==> config.mk <==
export PLATFORM = sky130hd
export DESIGN_NAME = hevc_parameter_set_extractor_unit_flat
export DESIGN_NICKNAME = d
export VERILOG_FILES = /design/src/sv/hpse_pkg.sv /design/src/sv/hpse_if.sv /design/src/sv/hevc_parameter_set_extractor_unit.sv /design/src/flat_wrapper.sv
export SDC_FILE = /design/constraint.sdc
export NUM_CORES = 1
export LEC_CHECK = 0
export BUFFER_PORTS_ARGS = -buffer_cell sky130_fd_sc_hd__buf_2
export CAP_MARGIN = 20
export CORE_MARGIN = 1
export CORE_UTILIZATION = 50
export CTS_BUF_LIST = sky130_fd_sc_hd__clkbuf_2 sky130_fd_sc_hd__clkbuf_4 sky130_fd_sc_hd__clkbuf_8
export CTS_CLUSTER_SIZE = 16
export DETAILED_ROUTE_END_ITERATION = 16
export PLACE_DENSITY = 0.82
export SYNTH_ARGS = -nofsm -noshare
export SYNTH_HDL_FRONTEND = slang
export SYNTH_SLANG_ARGS = --single-unit
==> constraint.sdc <==
create_clock -name i_clk -period 4.2 [get_ports i_clk]
set_input_delay 0.21 -clock i_clk [delete_from_list [all_inputs] [get_ports i_clk]]
set_output_delay 0.21 -clock i_clk [all_outputs]
set_load 0.1 [all_outputs]
==> src/sv/hpse_pkg.sv <==
package hpse_pkg;

    localparam logic [7:0] NAL_TYPE_MASK = 8'h7E;
    localparam logic [5:0] TYPE_VPS      = 6'd32;
    localparam logic [5:0] TYPE_SPS      = 6'd33;
    localparam logic [5:0] TYPE_PPS      = 6'd34;
    localparam logic [7:0] START_LAST    = 8'h01;
    localparam logic [7:0] EP_BYTE       = 8'h03;

    typedef struct packed {
        logic [7:0] data_byte;
        logic       last_byte;
    } t_in_item;

    typedef struct packed {
        logic [7:0] out_byte;
        logic [1:0] nal_kind;
        logic       has_byte;
        logic       unit_end;
    } t_out_item;

endpackage

==> src/sv/hpse_if.sv <==
interface hpse_in_if;
    import hpse_pkg::*;

    logic     valid;
    logic     ready;
    t_in_item item;

    modport source (output valid, output item, input ready);
    modport sink   (input valid, input item, output ready);
endinterface

interface hpse_out_if;
    import hpse_pkg::*;

    logic      valid;
    logic      ready;
    t_out_item item;

    modport source (output valid, output item, input ready);
    modport sink   (input valid, input item, output ready);
endinterface

==> src/sv/hevc_parameter_set_extractor_unit.sv <==
// Pulls VPS, SPS and PPS units out of an H.265 Annex B byte stream taken one
// byte per item on i_in. Each kept unit comes out byte by byte, header
// included and emulation-prevention bytes removed, tagged with its kind, and
// is closed by a byteless end marker. One input byte produces between zero
// and five result items (held zeros, the byte itself, an end marker); they
// are parked in a small result register and drained one per cycle while
// o_out is ready. A new byte is taken in the same cycle the last pending
// result leaves, so the block takes one byte per clock while o_out is ready
// and each byte gives at most one result, else it waits for pending results.
module hevc_parameter_set_extractor_unit (
    input  logic       i_clk,
    input  logic       i_rst_n,
    hpse_in_if.sink    i_in,
    hpse_out_if.source o_out
);
    import hpse_pkg::*;

    // parser state
    logic [1:0] r_held, n_held;
    logic       r_in_unit, n_in_unit;
    logic       r_expect, n_expect;
    logic       r_kept, n_kept;
    logic [1:0] r_kind, n_kind;
    logic [1:0] r_emitted, n_emitted;
    logic [1:0] r_prior, n_prior;

    // pending results of the last accepted item: zeros, then data, then end
    logic [1:0] r_b_zeros, n_b_zeros;
    logic       r_b_dv, n_b_dv;
    logic [7:0] r_b_data, n_b_data;
    logic       r_b_end, n_b_end;
    logic [1:0] r_b_kind, n_b_kind;

    logic [2:0] remaining;
    logic       in_fire;
    logic       out_fire;

    logic [7:0] b;
    logic [5:0] nal_type;
    logic       hdr_kept;
    logic       body;
    logic [1:0] em_z;
    logic       drop;

    function automatic logic [1:0] sat2(input logic [2:0] v);
        sat2 = (v >= 3'd2) ? 2'd2 : v[1:0];
    endfunction

    assign remaining = {1'b0, r_b_zeros} + {2'b00, r_b_dv} + {2'b00, r_b_end};
    assign i_in.ready = (remaining == 3'd0) || ((remaining == 3'd1) && o_out.ready);
    assign in_fire  = i_in.valid && i_in.ready;
    assign out_fire = o_out.valid && o_out.ready;

    assign o_out.valid         = (remaining != 3'd0);
    assign o_out.item.has_byte = (r_b_zeros != 2'd0) || r_b_dv;
    assign o_out.item.unit_end = !o_out.item.has_byte;
    assign o_out.item.out_byte = ((r_b_zeros == 2'd0) && r_b_dv) ? r_b_data : 8'h00;
    assign o_out.item.nal_kind = r_b_kind;

    assign b        = i_in.item.data_byte;
    assign nal_type = 6'((b & NAL_TYPE_MASK) >> 1);
    assign hdr_kept = (nal_type == TYPE_VPS) || (nal_type == TYPE_SPS) ||
                      (nal_type == TYPE_PPS);
    assign body     = r_in_unit && r_kept;

    always_comb begin
        n_held    = r_held;
        n_in_unit = r_in_unit;
        n_expect  = r_expect;
        n_kept    = r_kept;
        n_kind    = r_kind;
        n_emitted = r_emitted;
        n_prior   = r_prior;
        n_b_zeros = 2'd0;
        n_b_dv    = 1'b0;
        n_b_data  = b;
        n_b_end   = 1'b0;
        n_b_kind  = r_kind;
        em_z      = 2'd0;
        drop      = 1'b0;

        if (r_expect) begin
            n_expect  = 1'b0;
            n_in_unit = 1'b1;
            n_kept    = hdr_kept;
            n_kind    = hdr_kept ? 2'(nal_type - TYPE_VPS) : 2'd0;
            n_b_kind  = n_kind;
            n_b_dv    = hdr_kept;
            n_emitted = hdr_kept ? 2'd1 : 2'd0;
            n_held    = {1'b0, (b == 8'h00)};
            n_prior   = n_held;
        end else if ((b == START_LAST) && (r_held >= 2'd2)) begin
            n_b_end   = body;
            n_in_unit = 1'b0;
            n_kept    = 1'b0;
            n_kind    = 2'd0;
            n_emitted = 2'd0;
            n_expect  = 1'b1;
            n_held    = 2'd0;
            n_prior   = 2'd0;
        end else if (b == 8'h00) begin
            // a fourth zero in a row pushes out the oldest held one
            if (r_held == 2'd3) begin
                if (body) begin
                    n_b_zeros = 2'd1;
                    n_emitted = sat2({1'b0, r_emitted} + 3'd1);
                end
            end else begin
                n_held = r_held + 2'd1;
            end
            if (r_prior < 2'd2) begin
                n_prior = r_prior + 2'd1;
            end
        end else begin
            if (body) begin
                n_b_zeros = r_held;
                em_z      = sat2({1'b0, r_emitted} + {1'b0, r_held});
                drop      = (em_z == 2'd2) && (b == EP_BYTE) && (r_prior >= 2'd2);
                n_b_dv    = !drop;
                n_emitted = sat2({1'b0, em_z} + {2'b00, !drop});
            end
            n_held  = 2'd0;
            n_prior = 2'd0;
        end

        if (i_in.item.last_byte) begin
            // one trailing zero is dropped, the rest go out before the end marker
            if (n_in_unit && n_kept) begin
                if (n_held > 2'd1) begin
                    n_b_zeros = n_b_zeros + (n_held - 2'd1);
                end
                n_b_end = 1'b1;
            end
            n_held    = 2'd0;
            n_in_unit = 1'b0;
            n_expect  = 1'b0;
            n_kept    = 1'b0;
            n_kind    = 2'd0;
            n_emitted = 2'd0;
            n_prior   = 2'd0;
        end
    end

    always_ff @(posedge i_clk) begin
        if (!i_rst_n) begin
            r_held    <= 2'd0;
            r_in_unit <= 1'b0;
            r_expect  <= 1'b0;
            r_kept    <= 1'b0;
            r_kind    <= 2'd0;
            r_emitted <= 2'd0;
            r_prior   <= 2'd0;
            r_b_zeros <= 2'd0;
            r_b_dv    <= 1'b0;
            r_b_end   <= 1'b0;
        end else if (in_fire) begin
            r_held    <= n_held;
            r_in_unit <= n_in_unit;
            r_expect  <= n_expect;
            r_kept    <= n_kept;
            r_kind    <= n_kind;
            r_emitted <= n_emitted;
            r_prior   <= n_prior;
            r_b_zeros <= n_b_zeros;
            r_b_dv    <= n_b_dv;
            r_b_end   <= n_b_end;
        end else if (out_fire) begin
            if (r_b_zeros != 2'd0) begin
                r_b_zeros <= r_b_zeros - 2'd1;
            end else if (r_b_dv) begin
                r_b_dv <= 1'b0;
            end else begin
                r_b_end <= 1'b0;
            end
        end
    end

    always_ff @(posedge i_clk) begin
        if (in_fire) begin
            r_b_data <= n_b_data;
            r_b_kind <= n_b_kind;
        end
    end

endmodule

==> src/flat_wrapper.sv <==
// flat-port wrapper written by rule: the top's interface ports become plain ports
module hevc_parameter_set_extractor_unit_flat import hpse_pkg::*;
  (i_clk, i_rst_n, i_in_valid, i_in_item, i_in_ready, o_out_valid, o_out_item, o_out_ready);
  hpse_in_if i_in_i ();
  hpse_out_if o_out_i ();
  input  logic i_clk;
  input  logic i_rst_n;
  input wire logic [$bits(i_in_i.valid)-1:0] i_in_valid;
  input wire logic [$bits(i_in_i.item)-1:0] i_in_item;
  output wire logic [$bits(i_in_i.ready)-1:0] i_in_ready;
  output wire logic [$bits(o_out_i.valid)-1:0] o_out_valid;
  output wire logic [$bits(o_out_i.item)-1:0] o_out_item;
  input wire logic [$bits(o_out_i.ready)-1:0] o_out_ready;
  assign i_in_i.valid = i_in_valid;
  assign i_in_i.item = i_in_item;
  assign i_in_ready = i_in_i.ready;
  assign o_out_valid = o_out_i.valid;
  assign o_out_item = o_out_i.item;
  assign o_out_i.ready = o_out_ready;
  hevc_parameter_set_extractor_unit u_core (.i_clk(i_clk), .i_rst_n(i_rst_n), .i_in(i_in_i), .o_out(o_out_i));
endmodule
==> impl_metrics.tcl <==
set metrics [dict create \
    outcome "finished, final reports clean" \
    length_in_cells_of_the_worst_reg_to_reg_path 7 \
    std_cell_rows 20 \
    chip_width_um 58.6 \
    synthCells 168 \
    final_number_of_hold_violating_endpoints 0 \
    drive_gt1_frac 0.229 \
    grt_pass1_wl_mm 5.88 \
    num_antenna_cells 0 \
    worst_slew_margin_rel 0.465 \
    clock_sinks 25 \
    coreArea_um2 3050 \
    worstReg2RegStart "u_core.r_b_dv" \
    post_cts.resized_instances 0 \
    timing.final.crit_period_ns 3.11 \
    cp_top_family "simple AND/OR/NAND/NOR gates" \
    design.portCount 27 \
    max_cap_viol_count 0 \
    antenna_found_initial 0 \
    clock_skew_ns 0.00751 \
    fillerInstances 265 \
    worst_path_largest_cell_delay_ns 0.78 \
    detailedRoute.firstIterationViolations 91 \
    tritoncts.num_buffers 3 \
    cts_hold_buffers 0 \
    initial_utilization 0.525 \
    portBuffers 26 \
    dr_total_vias 1460 \
    antenna_left 0 \
    ff_to_ff_end "u_core.r_emitted[0]" \
    setup.reg_to_reg.worst_slack_ns 1.09 \
    min_delay_worst_endpoint "u_core.r_b_data[3]" \
    die-area_um2 3430 \
    synth-seq-cells 25 \
    use_met3 0.0308 \
    worstPathArrival_ns 3.34 \
    grt_start_max_net_pins 26 \
    final-setup-viol-count 0 \
    hold_start "i_in_item[4]" \
    path_max_fanout 25 \
    final-max-slew-violation-count 0 \
    asyncSetResetFlopFracSynth 0 \
    cts_tree "built" \
    synthDistinctLibCells 55 \
    post_cts.repair.setup_buffers 0 \
    syn-num-nets 188 \
    tightestPinTransition_ns 0.801 \
    yosys_warn_count 0 \
    source_to_sink_clock_delay_at_the_later_pin_of_the_worst_skew_pair_ns 0.32 \
    synth.area.top_cells "sky130_fd_sc_hd__dfxtp_1 19%, sky130_fd_sc_hd__edfxtp_1 19%, sky130_fd_sc_hd__ha_1 3.9%, sky130_fd_sc_hd__and3_1 3.5%, sky130_fd_sc_hd__a21oi_1 3.4%" \
    synth_ff_type "sky130_fd_sc_hd__dfxtp_1" \
    irDropWorstVdd_v 0.000131 \
    min_delay_path_depth 1 \
    worst-setup-path-type "reg2reg" \
    timing.critical_path.cells "fa_1 -> ha_1 -> nor2_1 -> nand3_1 -> inv_1 -> nand3b_1 -> o211a_1" \
    grt_busiest_layer "met2" \
    place.detailed.hpwl_mm 2.61 \
    cp.buffers_inverters 1 \
    number_of_detailed_route_iterations_in_the_first_pass 4 \
    finalCoreUtilization 0.580 \
    synth_edf_count 10 \
    drt-wirelength-per-cell_um 15.3 \
    rsz0062_at_grt "false" \
    globalRouteTotalUtil 0.222 \
    areaGrowthSynthToFinish_pct 10.5 \
    hold_class "in2reg" \
    place.detailed.instances 228 \
    floorplan.die.height_um 58.6 \
    synth_largest_type_area_fraction 0.188 \
    avgViaCountPerCell 6.29 \
    seq_area_frac_synth 0.375 \
    clockBufferDepth 2 \
    yosysTopAreaCell "sky130_fd_sc_hd__dfxtp_1" \
    max_freq_mhz 322 \
    critPathLaunchType "register" \
    syn-mean-instance-area_um2 9.53 \
    clockRootBuffer "sky130_fd_sc_hd__clkbuf_4" \
    kind_of_end_point_of_the_critical_path "register" \
    cellPowerDensity_nw_per_um2 322 \
    gr-usage-met2 0.360 \
    grt_pass1_vias 1321 \
    syn_area_um2 1600 \
    place.gp.congestion 0.897 \
    clk_pin_slew_ns 0.14 \
    route.detailed.drc 0 \
    final_non_filler_cells 232 \
    cpMaxStageDelayCell "sky130_fd_sc_hd__inv_1" \
    setup_total_negative_slack_ns 0 \
    critical_path_depth 7 \
    grt.met1_usage 0.286 \
    critPathRequiredTime_ns 4.43 \
    layout_worst_path_cycle_share 0.740 \
    static_leak_nw 0.669 \
    wl_mm 3.56 \
    ctsHtreeMaxLevel 1 \
    gr-total-overflow 0 \
    num-nets-final 209 \
]
==> stage by stage <==
stage | total power [mW] | hold slack, ns | instance area (µm²) | setup slack [ns]
final | 0.570 | 0.108 | 1770 | 1.09
after global routing | 0.597 | 0.0845 | 1770 | 0.898
after CTS | 0.574 | 0.0981 | 1770 | 1.15
after detailed placement | 0.465 | 0.444 | 1740 | 1.15
after global placement | 0.460 | 0.440 | 1740 | 1.30
after floorplan | 0.430 | 0.309 | 1600 | 1.41
==> sequential cells by signal, summed over array words and instances (netlist names) <==
signal,flops
u_core.r_in_unit,1
u_core.r_emitted,2
u_core.r_b_end,1
u_core.r_prior,2
u_core.r_b_dv,1
u_core.r_kept,1
u_core.r_expect,1
u_core.r_b_data,8
u_core.r_kind,2
u_core.r_held,2
u_core.r_b_kind,2
u_core.r_b_zeros,2
==> layer usage <==
metal,vias up,part of all wire
met4,0,0.025
met2,61,0.49
met3,13,0.058
li1,684,-
met1,702,0.43
met5,-,0
==> placed cells by master, fill, tap and decap left out, drive strengths merged, types with 2 or more instances in the layout <==
master | netlist | routed
o22a | 2 | 2
buf | 3 | 26
nor3 | 6 | 6
nand3 | 2 | 2
dfxtp | 15 | 15
a22o | 2 | 2
nand4b | 4 | 4
or4 | 3 | 3
nand2b | 3 | 3
and2 | 2 | 2
a221oi | 2 | 2
a31oi | 2 | 2
nand4 | 2 | 2
a21o | 2 | 2
or3 | 2 | 2
ha | 5 | 5
nor2 | 9 | 9
a2111oi | 2 | 2
edfxtp | 10 | 10
a211oi | 2 | 2
inv | 11 | 11
o31a | 2 | 2
nand2 | 11 | 11
a21oi | 11 | 11
o21ai | 8 | 8
fa | 2 | 2
o22ai | 2 | 2
nor4 | 6 | 6
clkbuf | 7 | 3
nor2b | 2 | 2
and3 | 9 | 9
==> logic make-up (layout without fill, tap and decap cells) <==
logic type / after synthesis / count (layout) / synth area share
and+or+nand+nor: 64 / 64 / 0.251
AOI/OAI and AO/OA: 49 / 49 / 0.242
DFF: 25 / 25 / 0.375
buffers and inverters: 21 / 41 / 0.0555
adders and majority gates: 7 / 7 / 0.0641
xor gates and xnor gates: 1 / 1 / 0.00547
muxes: 1 / 1 / 0.00703
==> cell usage after synthesis (3+ instances only) <==
library cell               instances
sky130_fd_sc_hd__nor4_1            3
sky130_fd_sc_hd__nand2b_1          3
sky130_fd_sc_hd__o21ai_0           6
sky130_fd_sc_hd__or4_1             3
sky130_fd_sc_hd__nor3_1            5
sky130_fd_sc_hd__clkbuf_1          7
sky130_fd_sc_hd__nor2_1            8
sky130_fd_sc_hd__edfxtp_1         10
sky130_fd_sc_hd__and3_1            9
sky130_fd_sc_hd__a21oi_1          11
sky130_fd_sc_hd__nand2_1          11
sky130_fd_sc_hd__dfxtp_1          15
sky130_fd_sc_hd__nand4b_1          4
sky130_fd_sc_hd__inv_1            11
sky130_fd_sc_hd__ha_1              5
==> worst max path at each step <==
stage | endpoint | from
3_5_place_dp | u_core.r_emitted[0] | u_core.r_b_dv
2_1_floorplan | u_core.r_b_end | u_core.r_b_zeros[0]
4_1_cts | u_core.r_emitted[0] | u_core.r_b_dv
5_1_grt | u_core.r_emitted[0] | u_core.r_b_dv
6_report | u_core.r_emitted[0] | u_core.r_b_dv
3_3_place_gp | u_core.r_in_unit | u_core.r_b_dv
==> layout make-up <==
type	instances	area [µm²]	area share
sequential	25	601	0.339
clock inverter	1	7.51	0.00424
clock buffer	3	22.5	0.0127
timing repair buffer	26	130	0.0736
inverter	11	41.3	0.0233
multi-input combinational	122	912	0.516
tap	44	55.1	0.0311
==> where the power goes <==
group / switching (mW) / leakage (nW) / internal [mW] / total, mW
sequential: 0.00657 / 0.218 / 0.268 / 0.275
clock: 0.0731 / 0.0139 / 0.0363 / 0.109
combinational: 0.142 / 0.437 / 0.0444 / 0.186
Note: power is estimated with default switching activity, not from simulation.
